==> src/hw/rtl/moi_pkg.sv <==
// Shared types, constants and helper functions for the mecanum odometry integrator.
// Used by every module of the block; depends on nothing else.
package moi_pkg;

	localparam int STAMP_WIDTH   = 32;
	localparam int SINE_BITS_DEF = 16;
	localparam int CORDIC_STEPS  = 30;
	localparam int CORDIC_FRAC   = 30;
	localparam int CFG_IDX_W     = 8;
	localparam int CFG_DATA_W    = 32;
	localparam int QUEUE_DEPTH   = 2;

	localparam logic [CFG_IDX_W-1:0] CFG_GAIN_X = 8'd0;
	localparam logic [CFG_IDX_W-1:0] CFG_GAIN_Y = 8'd1;
	localparam logic [CFG_IDX_W-1:0] CFG_RADIUS = 8'd2;

	localparam logic [15:0] GAIN_RST   = 16'd16384;
	localparam logic [19:0] RADIUS_RST = 20'd45000;

	localparam logic signed [32:0] CORDIC_START = 33'sd652032874;
	// The position scale 2000000 is 2^7 * 15625. The power of two is shifted out and
	// the odd part is divided by a reciprocal estimate with a small correction.
	localparam logic [13:0] DIV_ODD   = 14'd15625;
	localparam logic [26:0] DIV_RECIP = 27'd70368744;
	localparam logic signed [63:0] POS_HALF = 64'sd1000000;
	localparam logic signed [63:0] ACC_MAX  = 64'sd1099511627774000000;
	localparam logic signed [63:0] ACC_MIN  = -64'sd1099511627776000000;

	typedef struct packed {
		logic signed [15:0] wheel_speed_1;
		logic signed [15:0] wheel_speed_2;
		logic signed [15:0] wheel_speed_3;
		logic signed [15:0] wheel_speed_4;
		logic [15:0]        yaw_angle;
		logic [31:0]        stamp_us;
	} sample_t;

	typedef struct packed {
		logic signed [39:0] position_x;
		logic signed [39:0] position_y;
		logic signed [23:0] body_vel_x;
		logic signed [23:0] body_vel_y;
	} result_t;

	// One classified item as it waits between the front and the back.
	typedef struct packed {
		logic signed [17:0]     sx;
		logic signed [17:0]     sy;
		logic [15:0]            yaw;
		logic [STAMP_WIDTH-1:0] dt;
		logic                   first;
	} cmd_t;

	typedef struct packed {
		logic [15:0] gain_x;
		logic [15:0] gain_y;
		logic [19:0] radius;
	} cfg_t;

	typedef enum logic [4:0] {
		B_IDLE, B_VMUL, B_VRND, B_CORDIC, B_QUAD, B_WMUL, B_WSUM, B_WRND,
		B_VSUM, B_INC, B_ACC, B_CLAMP, B_MAG, B_DEST, B_DBACK, B_DFIX, B_OUT
	} back_state_t;

	function automatic logic signed [32:0] atan_val(input logic [4:0] i);
		logic signed [32:0] v;
		case (i)
			5'd0: v = 33'sh020000000;
			5'd1: v = 33'sh012E4051E;
			5'd2: v = 33'sh009FB385B;
			5'd3: v = 33'sh0051111D4;
			5'd4: v = 33'sh0028B0D43;
			5'd5: v = 33'sh00145D7E1;
			5'd6: v = 33'sh000A2F61E;
			5'd7: v = 33'sh000517C55;
			5'd8: v = 33'sh00028BE53;
			5'd9: v = 33'sh000145F2F;
			5'd10: v = 33'sh0000A2F98;
			5'd11: v = 33'sh0000517CC;
			5'd12: v = 33'sh000028BE6;
			5'd13: v = 33'sh0000145F3;
			5'd14: v = 33'sh00000A2FA;
			5'd15: v = 33'sh00000517D;
			5'd16: v = 33'sh0000028BE;
			5'd17: v = 33'sh00000145F;
			5'd18: v = 33'sh000000A30;
			5'd19: v = 33'sh000000518;
			5'd20: v = 33'sh00000028C;
			5'd21: v = 33'sh000000146;
			5'd22: v = 33'sh0000000A3;
			5'd23: v = 33'sh000000051;
			5'd24: v = 33'sh000000029;
			5'd25: v = 33'sh000000014;
			5'd26: v = 33'sh00000000A;
			5'd27: v = 33'sh000000005;
			5'd28: v = 33'sh000000003;
			5'd29: v = 33'sh000000001;
			default: v = 33'sh000000000;
		endcase
		return v;
	endfunction

	function automatic logic signed [23:0] sat24(input logic signed [63:0] v);
		logic signed [23:0] r;
		if (v > 64'sd8388607) begin
			r = 24'sh7FFFFF;
		end else if (v < -64'sd8388608) begin
			r = 24'sh800000;
		end else begin
			r = v[23:0];
		end
		return r;
	endfunction

endpackage

==> src/hw/rtl/moi_queue.sv <==
// Two-entry queue that holds classified items between the front and the back.
// Depends on moi_pkg for the item type and depth.
module moi_queue (
	input  logic          clk,
	input  logic          arst_n,
	input  logic          wr,
	input  moi_pkg::cmd_t wdata,
	output logic          full,
	input  logic          rd,
	output moi_pkg::cmd_t rdata,
	output logic          empty
);
	moi_pkg::cmd_t mem_q [moi_pkg::QUEUE_DEPTH];
	logic          wr_ptr_q;
	logic          rd_ptr_q;
	logic [1:0]    count_q;

	assign full  = (count_q == 2'(moi_pkg::QUEUE_DEPTH));
	assign empty = (count_q == 2'd0);
	assign rdata = mem_q[rd_ptr_q];

	always_ff @(posedge clk) begin
		if (wr && !full) begin
			mem_q[wr_ptr_q] <= wdata;
		end
	end

	always_ff @(posedge clk or negedge arst_n) begin
		if (!arst_n) begin
			wr_ptr_q <= 1'b0;
			rd_ptr_q <= 1'b0;
			count_q  <= 2'd0;
		end else begin
			if (wr && !full) begin
				wr_ptr_q <= ~wr_ptr_q;
			end
			if (rd && !empty) begin
				rd_ptr_q <= ~rd_ptr_q;
			end
			count_q <= count_q + 2'((wr && !full) ? 1 : 0) - 2'((rd && !empty) ? 1 : 0);
		end
	end
endmodule

==> config.mk <==
export PLATFORM = sky130hd
export DESIGN_NAME = moi_queue
export DESIGN_NICKNAME = d
export VERILOG_FILES = /design/src/hw/rtl/moi_pkg.sv /design/src/hw/rtl/moi_queue.sv
export SDC_FILE = /design/constraint.sdc
export NUM_CORES = 1
export LEC_CHECK = 0
export ABC_AREA = 1
export BUFFER_PORTS_ARGS = -buffer_cell sky130_fd_sc_hd__buf_2
export CORE_MARGIN = 2
export CORE_UTILIZATION = 25
export DETAILED_ROUTE_END_ITERATION = 10
export PLACE_DENSITY = 0.42
export SLEW_MARGIN = 15
export SYNTH_ARGS = -nofsm -noshare
export SYNTH_HDL_FRONTEND = slang
export SYNTH_SLANG_ARGS = --single-unit
==> constraint.sdc <==
create_clock -name clk -period 7.5 [get_ports clk]
set_clock_uncertainty 0.2 [all_clocks]
set_input_delay 1.125 -clock clk [delete_from_list [all_inputs] [get_ports clk]]
set_output_delay 1.125 -clock clk [all_outputs]
set_load 0.05 [all_outputs]
-- After elaboration in Yosys (flattened, before gate mapping)
Memories as Yosys holds them, arrays and structs flattened.
Cells that the tools add are included.
- register bits: 4
- latch bits: 0
- bits in writable memories: 170
- memory bits (read-only): 0
- input bits: 89
- output and inout port bits: 87
- logic and storage cells: 18
- memories: 1
- $add $sub $neg: 2
- multipliers: 0
- divide/modulo/power cells: 0
- magnitude comparators: 0
- equal/unequal tests: 1
- shifts and indexed selects: 0
- mux-type cells: 4
- bitwise gates (word level): 2
- reduce and logical (&&, ||, !) cells: 5
- memory list (name ; depth ; width ; read ports ; clocked after memory_dff ; wr ports ; line ; source):
    mem_q ; 2 ; 85 ; 1 ; 0 ; 1 ; moi_queue.sv:13 ; moi_pkg::cmd_t mem_q [moi_pkg::QUEUE_DEPTH];
- operator list (cell ; count):
    2-to-1 mux 1 bit ; 4
    adder 2 x 1 -> 2 bit ; 1
    == test 2 bit (second input constant) ; 1
    logical AND 1 bit ; 2
    logical NOT 1 bit ; 2
    logical NOT 2 bit ; 1
    inverter 1 bit ; 2
    subtractor 2 x 1 -> 2 bit ; 1

-- Logic depth before layout (Yosys ltp)
- depth after elaboration: 6
- gate-level depth with buffers: 10

-- Worst setup path before layout
Ideal clock, no wire load.
- path type: input-to-reg
- start point: input wr
- end point: memory mem_q[1][0] in the netlist's numbering (enable)
- library setup time: 0.529 ns
- arrival: 4.751 ns
- setup slack: 2.020 ns
- stages on the path: 2
- path buffers: 0
- cells stage by stage: nand2_1 nor2_1
- cells in the longest elaborated chain, start to end: 3
- ends and longest elaborated chain (element ; line ; source):
    from (decl) ; moi_queue.sv:6 ; input logic wr,
    logical AND 1 bit ; moi_queue.sv:23 ; if (wr && !full) begin
    2-to-1 mux 1 bit ; moi_queue.sv:23 ;
    2-to-1 mux 1 bit (not written as such) ; moi_queue.sv:24 ; mem_q[wr_ptr_q] <= wdata;
    to (decl) ; moi_queue.sv:13 ;
Every way passes these cells.

==> run_results.csv <==
group,metric,value,unit
floorplan,core_area,0.0253,mm^2
global_route,grt_usage,10.9,%
logic_synthesis,syn_area,0.00643,mm^2
logic_synthesis,synth_area_per_cell,13.5,um^2
global_route,antenna_found_initial,1,
worst_setup_path,critical_path.endpoint_type,"output port",
clocking,htreeDepth,4,
logic_synthesis,ys_seq_area_share,80.9,%
global_route,grt_overflow,0,
clocking,clock_sinks,174,
sta,fmax,265,MHz
place,dpl.hpwl,9040,um
pwr,leakage,3.50,nW
cells_and_area,area.growth.synth_to_final,27.5,%
sta,finalMaxSlewViolations,0,
worst_setup_path,arrival,2450,ps
floorplan,dieWidth,164,um
floorplan,die_y,164,um
sta,timing.hold.ws,273,ps
drt,drt_wl_total,14400,um
worst_setup_path,critPathMaxFanout,45,
logic_synthesis,synth_area_leader_cell,"edfxtp_1",
logic_synthesis,ys_warn_count,0,
logic_synthesis,ys_seq_elements,174,
worst_setup_path,worstPathRequired,6170,ps
pwr,vdd_drop_max,0.194,mV
place,dpl_cell_area,0.00764,mm^2
place,portBuffers,175,
clocking,clock_latency,420,ps
drt,ant_nets,0,
floorplan,rows,58,
clocking,ctsHoldBuffers,0,
sta,setup_viol,0,
drt,routed_via_density,4.00,
global_route,grt_first_pass_wirelength,22100,um
cells_and_area,drive_above_1_share,31.8,%
flow_run,maxCapViolCount,0,
worst_hold_path,min_path_type,"reg -> reg",
clocking,clockBufferDepth,2,
sta,hold_viol,0,
logic_synthesis,synth_top_area_share,79.3,%
sta,tightest_slew,1000,ps
sta,fin_crit_sh,50.3,%
floorplan,top_level_ports,176,
logic_synthesis,ys_types,11,
global_route,grt_pass1_vias,4135,
drt,first_pass_iters,4,
drt,vias,4002,
pwr,power.density,486,mW/mm^2
cells_and_area,fill_cells,2560,
clocking,clk_pin_slew_worst_paths,70,ps
clocking,root_buffer,"clkbuf_16",
worst_setup_path,crit_type,"reg -> out",
sta,fin_crit,3770,ps
global_route,grt_start_max_net_pins,87,
sta,rsz0062_at_grt,"false",
cells_and_area,n_antenna_cell,0,
floorplan,start_util,25.5,%
cells_and_area,fin_nets,749,
logic_synthesis,syn_nets,569,
run_status,status,"complete, no violations",
floorplan,die_area,0.0270,mm^2
cells_and_area,design_area,0.00821,mm^2
worst_setup_path,cp-start-kind,"flip-flop",
sta,fin_setup_tns,0,ps
clocking,postCtsResizedCells,0,
logic_synthesis,ys_top_cells_by_area,"edfxtp_1, nand2_1, dfrtp_1",
clocking,cts_buffers,17,
logic_synthesis,synthCells,478,
clocking,cts_tree,"done",
sta,relSlewSlack,33.1,%
drt,wl_per_cell,14.4,um
clocking,cts_setup_buffers,0,
place,gp_congestion,0.701,
drt,drc,0,
drt,drt-initial-drc-count,182,
-- path summary, 6_finish.rpt --
kind                                  from            to  depth (start not counted)  slack, ps
worst max-delay path              rd_ptr_q     rdata[84]                          5       3730
worst min-delay path              wr_ptr_q      wr_ptr_q                          2        270
worst max register to register  count_q[1]  mem_q[0][65]                          4       5100
worst min register to register    wr_ptr_q      wr_ptr_q                          2        270
max in group asynchronous           arst_n      rd_ptr_q                          1       6650
min in group asynchronous           arst_n      rd_ptr_q                          1        310
-- cell type report --
cell class | count | area (um^2) | share of cell area [%]
multi-input cells | 274 | 1060 | 12.9
well taps | 330 | 413 | 5.03
flip-flops and latches | 174 | 5210 | 63.5
repair buffers | 180 | 913 | 11.1
clock inverters | 12 | 136 | 1.66
clock buffers | 19 | 433 | 5.28
inverters | 11 | 45.0 | 0.549
-- cells in the final DEF, fill, tap and decap left out --
cell type   count
edfxtp_1      170
buf_4           5
dfrtp_1         3
clkinvlp_4      3
clkinv_2        3
dfrtp_4         1
inv_6           3
buf_2         175
nor2_4          1
ha_1            2
inv_4           1
nand2_1       268
clkinv_4        2
clkbuf_1        2
inv_1           9
nand3_1         3
clkbuf_16      17
bufinv_16       2
-- power breakdown --
group / leakage, nW / total (W) / internal, W / switching (W)
registers: 1.63 / 0.00138 / 0.00133 / 0.0000484
clock network: 0.270 / 0.000863 / 0.000492 / 0.000371
logic: 1.60 / 0.00175 / 0.000315 / 0.00143
-- metal layers --
layer	global-route usage, %	up-vias	wire length (um)
met2	18.5	113	7220
met1	13.2	1914	6180
met4	3.32	2	148
met3	3.37	12	864
li1	-	1961	-
met5	0	-	13
-- kinds of logic after synthesis --
group	share of synthesized area [%]
adder cells (fa/ha/maj)	0.389
AND/OR/NAND/NOR	15.9
buffers and inverters	2.80
flip-flops	80.9
-- state kept, by name, indices dropped and copies added (netlist names) --
name,cells
mem_q,170
rd_ptr_q,1
wr_ptr_q,1
count_q,2
-- synthesized netlist by cell type --
cell and count:
buf_2 9, buf_4 5, buf_6 5, dfrtp_1 4, edfxtp_1 170, ha_1 2, inv_1 10, inv_2 1
nand2_1 268, nand3_1 3, nor2_1 1
-- through the flow --
step | worst slack, ps | total power [W] | std cells | utilization [%]
after CTS | 3590 | 0.00407 | 1000 | 32.5
after global placement | 4120 | 0.00317 | 969 | 30.2
final | 3730 | 0.00399 | 1000 | 32.5
after floorplan | 2020 | 0.00277 | 478 | -
after detailed placement | 4060 | 0.00319 | 969 | 30.2
after global routing | 3490 | 0.00422 | 1000 | 32.5
-- worst max-delay path, stage by stage (launching register included) --
cell	delay [ps]
dfrtp_4	480
clkinv_2	440
buf_4	570
nand2_1	90
nand2_1	130
buf_2	280
No activity file was read; power rests on OpenSTA's default activity.
