**config.mk**
```make
export PLATFORM = sky130hd
export DESIGN_NAME = moi_front
export DESIGN_NICKNAME = d
export VERILOG_FILES = /design/src/hw/rtl/moi_pkg.sv /design/src/hw/rtl/moi_front.sv
export SDC_FILE = /design/constraint.sdc
export NUM_CORES = 1
export LEC_CHECK = 0
export BUFFER_PORTS_ARGS = -buffer_cell sky130_fd_sc_hd__clkbuf_2
export CORE_MARGIN = 2
export CORE_UTILIZATION = 55
export CTS_CLUSTER_SIZE = 16
export DETAILED_ROUTE_END_ITERATION = 10
export MAX_ROUTING_LAYER = met4
export PLACE_DENSITY_LB_ADDON = 0.12
export SLEW_MARGIN = 20
export SYNTH_ARGS = -nofsm -noshare
export SYNTH_HDL_FRONTEND = slang
export SYNTH_SLANG_ARGS = --single-unit
```
**constraint.sdc**
```tcl
create_clock -name clk -period 10.1 [get_ports clk]
set_clock_uncertainty 0.05 [all_clocks]
set_input_delay 2.02 -clock clk [delete_from_list [all_inputs] [get_ports clk]]
set_output_delay 2.02 -clock clk [all_outputs]
set_load 0.01 [all_outputs]
```
**src/hw/rtl/moi_pkg.sv**
```systemverilog
// Shared types, constants and helper functions for the mecanum odometry integrator.
// Used by every module of the block; depends on nothing else.
package moi_pkg;

	localparam int STAMP_WIDTH   = 32;
	localparam int SINE_BITS_DEF = 16;
	localparam int CORDIC_STEPS  = 30;
	localparam int CORDIC_FRAC   = 30;
	localparam int CFG_IDX_W     = 8;
	localparam int CFG_DATA_W    = 32;
	localparam int QUEUE_DEPTH   = 2;

	localparam logic [CFG_IDX_W-1:0] CFG_GAIN_X = 8'd0;
	localparam logic [CFG_IDX_W-1:0] CFG_GAIN_Y = 8'd1;
	localparam logic [CFG_IDX_W-1:0] CFG_RADIUS = 8'd2;

	localparam logic [15:0] GAIN_RST   = 16'd16384;
	localparam logic [19:0] RADIUS_RST = 20'd45000;

	localparam logic signed [32:0] CORDIC_START = 33'sd652032874;
	// The position scale 2000000 is 2^7 * 15625. The power of two is shifted out and
	// the odd part is divided by a reciprocal estimate with a small correction.
	localparam logic [13:0] DIV_ODD   = 14'd15625;
	localparam logic [26:0] DIV_RECIP = 27'd70368744;
	localparam logic signed [63:0] POS_HALF = 64'sd1000000;
	localparam logic signed [63:0] ACC_MAX  = 64'sd1099511627774000000;
	localparam logic signed [63:0] ACC_MIN  = -64'sd1099511627776000000;

	typedef struct packed {
		logic signed [15:0] wheel_speed_1;
		logic signed [15:0] wheel_speed_2;
		logic signed [15:0] wheel_speed_3;
		logic signed [15:0] wheel_speed_4;
		logic [15:0]        yaw_angle;
		logic [31:0]        stamp_us;
	} sample_t;

	typedef struct packed {
		logic signed [39:0] position_x;
		logic signed [39:0] position_y;
		logic signed [23:0] body_vel_x;
		logic signed [23:0] body_vel_y;
	} result_t;

	// One classified item as it waits between the front and the back.
	typedef struct packed {
		logic signed [17:0]     sx;
		logic signed [17:0]     sy;
		logic [15:0]            yaw;
		logic [STAMP_WIDTH-1:0] dt;
		logic                   first;
	} cmd_t;

	typedef struct packed {
		logic [15:0] gain_x;
		logic [15:0] gain_y;
		logic [19:0] radius;
	} cfg_t;

	typedef enum logic [4:0] {
		B_IDLE, B_VMUL, B_VRND, B_CORDIC, B_QUAD, B_WMUL, B_WSUM, B_WRND,
		B_VSUM, B_INC, B_ACC, B_CLAMP, B_MAG, B_DEST, B_DBACK, B_DFIX, B_OUT
	} back_state_t;

	function automatic logic signed [32:0] atan_val(input logic [4:0] i);
		logic signed [32:0] v;
		case (i)
			5'd0: v = 33'sh020000000;
			5'd1: v = 33'sh012E4051E;
			5'd2: v = 33'sh009FB385B;
			5'd3: v = 33'sh0051111D4;
			5'd4: v = 33'sh0028B0D43;
			5'd5: v = 33'sh00145D7E1;
			5'd6: v = 33'sh000A2F61E;
			5'd7: v = 33'sh000517C55;
			5'd8: v = 33'sh00028BE53;
			5'd9: v = 33'sh000145F2F;
			5'd10: v = 33'sh0000A2F98;
			5'd11: v = 33'sh0000517CC;
			5'd12: v = 33'sh000028BE6;
			5'd13: v = 33'sh0000145F3;
			5'd14: v = 33'sh00000A2FA;
			5'd15: v = 33'sh00000517D;
			5'd16: v = 33'sh0000028BE;
			5'd17: v = 33'sh00000145F;
			5'd18: v = 33'sh000000A30;
			5'd19: v = 33'sh000000518;
			5'd20: v = 33'sh00000028C;
			5'd21: v = 33'sh000000146;
			5'd22: v = 33'sh0000000A3;
			5'd23: v = 33'sh000000051;
			5'd24: v = 33'sh000000029;
			5'd25: v = 33'sh000000014;
			5'd26: v = 33'sh00000000A;
			5'd27: v = 33'sh000000005;
			5'd28: v = 33'sh000000003;
			5'd29: v = 33'sh000000001;
			default: v = 33'sh000000000;
		endcase
		return v;
	endfunction

	function automatic logic signed [23:0] sat24(input logic signed [63:0] v);
		logic signed [23:0] r;
		if (v > 64'sd8388607) begin
			r = 24'sh7FFFFF;
		end else if (v < -64'sd8388608) begin
			r = 24'sh800000;
		end else begin
			r = v[23:0];
		end
		return r;
	endfunction

endpackage

```
**src/hw/rtl/moi_front.sv**
```systemverilog
// Front end: takes samples, forms the wheel sums and the timestamp difference.
// Depends on moi_pkg for the sample and item types.
module moi_front (
	input  logic             clk,
	input  logic             arst_n,
	input  logic             push,
	input  moi_pkg::sample_t sample,
	input  logic             q_full,
	output logic             q_wr,
	output moi_pkg::cmd_t    cmd
);
	logic                            seen_q;
	logic [moi_pkg::STAMP_WIDTH-1:0] last_stamp_q;
	logic signed [17:0] w1, w2, w3, w4;

	assign w1 = {{2{sample.wheel_speed_1[15]}}, sample.wheel_speed_1};
	assign w2 = {{2{sample.wheel_speed_2[15]}}, sample.wheel_speed_2};
	assign w3 = {{2{sample.wheel_speed_3[15]}}, sample.wheel_speed_3};
	assign w4 = {{2{sample.wheel_speed_4[15]}}, sample.wheel_speed_4};

	assign q_wr = push && !q_full;

	always_comb begin
		cmd.sx    = w1 + w2 + w3 + w4;
		cmd.sy    = w1 + w3 - w2 - w4;
		cmd.yaw   = sample.yaw_angle;
		// The first item integrates over zero time.
		cmd.dt    = seen_q ? (sample.stamp_us - last_stamp_q) : '0;
		cmd.first = !seen_q;
	end

	always_ff @(posedge clk or negedge arst_n) begin
		if (!arst_n) begin
			seen_q       <= 1'b0;
			last_stamp_q <= '0;
		end else if (q_wr) begin
			seen_q       <= 1'b1;
			last_stamp_q <= sample.stamp_us;
		end
	end
endmodule

```
== Word-level counts from Yosys, hierarchy flattened ==
Cells that the tools add are included.

* Bits in registers: 33
* Bits in latches: 0
* RAM bits: 0
* Memory bits (read-only): 0
* Input bits: 116
* Memories: 0

* Add/subtract/negate cells: 7
* $mul: 0
* Divide/modulo/power cells: 0
* Magnitude comparators: 0
* Equal/unequal tests: 0
* Shifts and indexed selects: 0
* Mux-type cells: 1
* Bitwise logic cells: 0
* Reductions and logical operators: 3

{| class="wikitable"
|+ Operators with widths
! kind !! number
|-
| $add 16x16->17 || 2
|-
| $mux 32 || 1
|-
| $sub 32x32->32 || 1
|-
| $add 17x16->18 || 1
|-
| $add 18x16->18 || 1
|-
| $sub 17x16->18 || 1
|-
| $sub 18x16->18 || 1
|-
| $logic_not 1->1 || 2
|-
| $logic_and 1x1->1 || 1
|}

== Depth between registers and ports, before layout ==
* Depth in word-level cells: 3
* Depth in mapped cells: 14
* Gate-level depth less buffers: 14

== Least setup slack after synthesis ==
OpenSTA, ideal clock, no wires.

* Path kind: input to output
* Start point: in sample[66] (netlist name)
* End point: out cmd[80] (netlist name)
* Arrival: 4.972 ns
* Setup slack: 3.058 ns
* Stages on the path: 11
* Buffers on the path: 0
* Path through: inv_1 -> fa_1 -> fa_1 -> inv_1 -> fa_1 -> a211o_1 -> a2111oi_2 -> o211ai_1 -> a31o_2 -> a21oi_1 -> xnor2_1

{| class="wikitable"
|+ RTL lines
! what !! RTL line !! text
|-
| from (decl) || moi_front.sv:7 || <nowiki>input moi_pkg::sample_t sample,</nowiki>
|-
| to (decl) || moi_front.sv:10 || <nowiki>output moi_pkg::cmd_t cmd</nowiki>
|}

==> results.yml <==
timing:
  rsz0062_at_grt: "false"
  fin_crit_sh: 0.752
  worst_slew_pin_slew_ns: 0.886
  hold_slack_ns: 0.463
  slew_headroom: 0.409
  tns_ns: 0
  finalMaxSlewViolations: 0
  finalHoldViolations: 0
  fmax_mhz: 132
  min_period_ns: 7.59
  finalSetupViolCount: 0
global_route:
  grt_usage: 0.241
  grt_pass1_vias: 5651
  grt_pass1_wl_um: 25200
  grt_max_degree: 65
  grt_overflow: 0
  antenna_found_initial: 0
min_path:
  hp-start: "last_stamp_q[0]$_DFFE_PN0P_"
  holdCritPathClass: "reg -> reg"
worst_setup_path:
  rrSetupSlack_ns: 8.99
  worstPathCellList: "clkbuf_2 > inv_1 > fa_1 > fa_1 > inv_1 > fa_1 > a211o_1 > a2111oi_2 > o211ai_1 > nand2_1 > o2111ai_1 > a21oi_1 > xnor2_1 > clkbuf_2"
  r2r-start: "seen_q$_DFFE_PN0P_"
  cp_slowest_cell: "fa_1"
  required_ns: 8.03
  crit_end: "cmd[84]"
  crit_top_cell: "fa_1"
  crit_arrival_ns: 5.52
  crit_start: "sample[50]"
  critical_path.max_stage_delay_ns: 0.55
  cp-start-kind: "input pin"
  ff2ff_path_depth: 1
  reg2reg_to: "seen_q$_DFFE_PN0P_"
  path_max_fanout: 3
  worstSetupPathType: "in -> out"
  crit_path_end_kind: "primary output"
placement:
  post-dp-hpwl_um: 13000
  placed_cell_area_mm2: 0.00754
  io_buffer_count: 169
  place_congestion: 0.888
clocking:
  path_clk_slew_ns: 0.05
  clock_latency_ns: 0.28
  cts_resized: 0
  cts_hold_buf: 0
  cts_htree_levels: 2
  clock-root-buffer: "clkbuf_16"
  cts.sinks: 33
  cts_buffers: 5
  postCtsSetupRepairBufs: 0
  clock_path_buffers: 2
  cts_tree: "yes"
floorplan:
  io_pins: 202
  die_h_um: 114
  fp.coreArea_mm2: 0.0120
  start_util: 0.561
  rows: 40
  die_x_um: 114
  die-area_mm2: 0.0131
power:
  ir_drop_mv: 0.160
  p_leak_uw: 0.00411
  cellPowerDensity_mw_per_mm2: 178
detailed_routing:
  drc: 0
  wl_per_cell_um: 13.2
  vias_per_cell: 5.35
  drt_pass1_iterations: 5
  postRouteAntennaNets: 0
  initialDrtViolationCount: 363
  finalWirelength_um: 15200
  vias: 6170
synthesis:
  synth.distinct_cells: 61
  synth_area_mm2: 0.00671
  synthFlopType: "dfrtp_1"
  synth_edf_count: 0
  yosys.area.top_type: "fa_1"
  synthArstFlopShare: 1.00
  synthMostInstantiatedCell: "inv_1"
  synth-seq-cells: 33
  yosysWarnings: 0
  netlist.area_leader.share: 0.200
  syn_avg_cell_area_um2: 7.73
  ys_top_cells_by_count: "inv_1 (179), nand2_1 (74), fa_1 (67)"
  synthCells: 868
  seq_area_frac_synth: 0.123
  synth_nets: 1117
  synth.area.top_cells: "fa_1 (20%), dfrtp_1 (12%), ha_1 (12%), inv_1 (10%), o21ai_0 (4.7%)"
finish:
  nNetsFinal: 1255
  syn_to_final_growth_pct: 14.5
  diodes: 0
  drive_gt1_frac: 0.193
  fin_area_mm2: 0.00768
  fill_cells: 1110
run:
  drv_cap: 0
outcome:
  status: "completed"
kinds of logic after synthesis:
family | after synthesis | share of synthesized area
fa+ha+maj | 133 | 0.323
compound gates | 199 | 0.184
mux | 4 | 0.00634
buf+inv | 219 | 0.132
flops | 33 | 0.123
xor+xnor | 53 | 0.0692
simple gates | 227 | 0.161
metal layers:
layer  track usage  wire length, um  vias to the layer above
met3        0.0318              787                       30
li1              -                -                     3098
met5             -                0                        -
met4        0.0650              400                        0
met2         0.378             6980                      196
met1         0.329             7060                     2846
sequential cells by signal, summed over array words and instances (netlist names):
signal / cells
seen_q: 1
last_stamp_q: 32
power breakdown:
part	internal, uW	switching (uW)
sequential	149	4.27
combinational	449	615
clock	96.8	56.5
critical path, delay by kind of cell:
family / cells / cell delay [ns]
fa+ha+maj: 3 / 1.55
compound gates: 5 / 1.29
buf+inv: 4 / 0.39
xor+xnor: 1 / 0.14
simple gates: 1 / 0.13
cells in the final DEF (no fill, tap or decap), types with 3 or more instances in the layout:
cell       instances
a211o_1            4
a211oi_1           3
a21boi_0           5
a21o_1            11
a21oi_1           56
a31oi_1            6
and2_1             5
clkbuf_16          5
clkbuf_2         169
dfrtp_1           33
fa_1              67
ha_1              66
inv_1            179
nand2_1           74
nand2b_1           5
nand3_1           15
nand4_1           13
nor2_1            63
nor2b_1            3
nor3_1            14
nor3b_1            4
nor4_1             7
o2111ai_1          3
o211ai_1           4
o21a_1            13
o21ai_0           63
o21bai_1           7
o31a_1             3
or2_2              3
or3_1              4
or4_1              4
xnor2_1           34
xor2_1            19
worst min-delay path by stage:
stage | endpoint | slack, ns | depth (start not counted)
2_1_floorplan | last_stamp_q[0]$_DFFE_PN0P_ | 0.43 | 1
3_3_place_gp | last_stamp_q[0]$_DFFE_PN0P_ | 0.45 | 1
3_5_place_dp | last_stamp_q[0]$_DFFE_PN0P_ | 0.45 | 1
4_1_cts | last_stamp_q[0]$_DFFE_PN0P_ | 0.47 | 1
5_1_grt | last_stamp_q[0]$_DFFE_PN0P_ | 0.50 | 1
6_report | last_stamp_q[0]$_DFFE_PN0P_ | 0.46 | 1
stage by stage:
stage           util  total power, uW  std cells  setup slack [ns]
2_1_floorplan      -              897        868              3.06
3_3_place_gp   0.630             1210       1146              2.58
3_5_place_dp   0.630             1220       1146              2.52
4_1_cts        0.642             1380       1153              2.51
5_1_grt        0.642             1510       1153              2.26
6_report       0.642             1370       1153              2.51
final cells by class:
class,instances,area (um2),area share
Clock buffer,7,143,0.0186
Inverter,180,676,0.0880
Multi-Input combinational cell,616,5000,0.651
Sequential cell,33,826,0.108
Tap cell,147,184,0.0239
Timing Repair Buffer,170,853,0.111
Note: power is estimated with default switching activity, not from simulation.
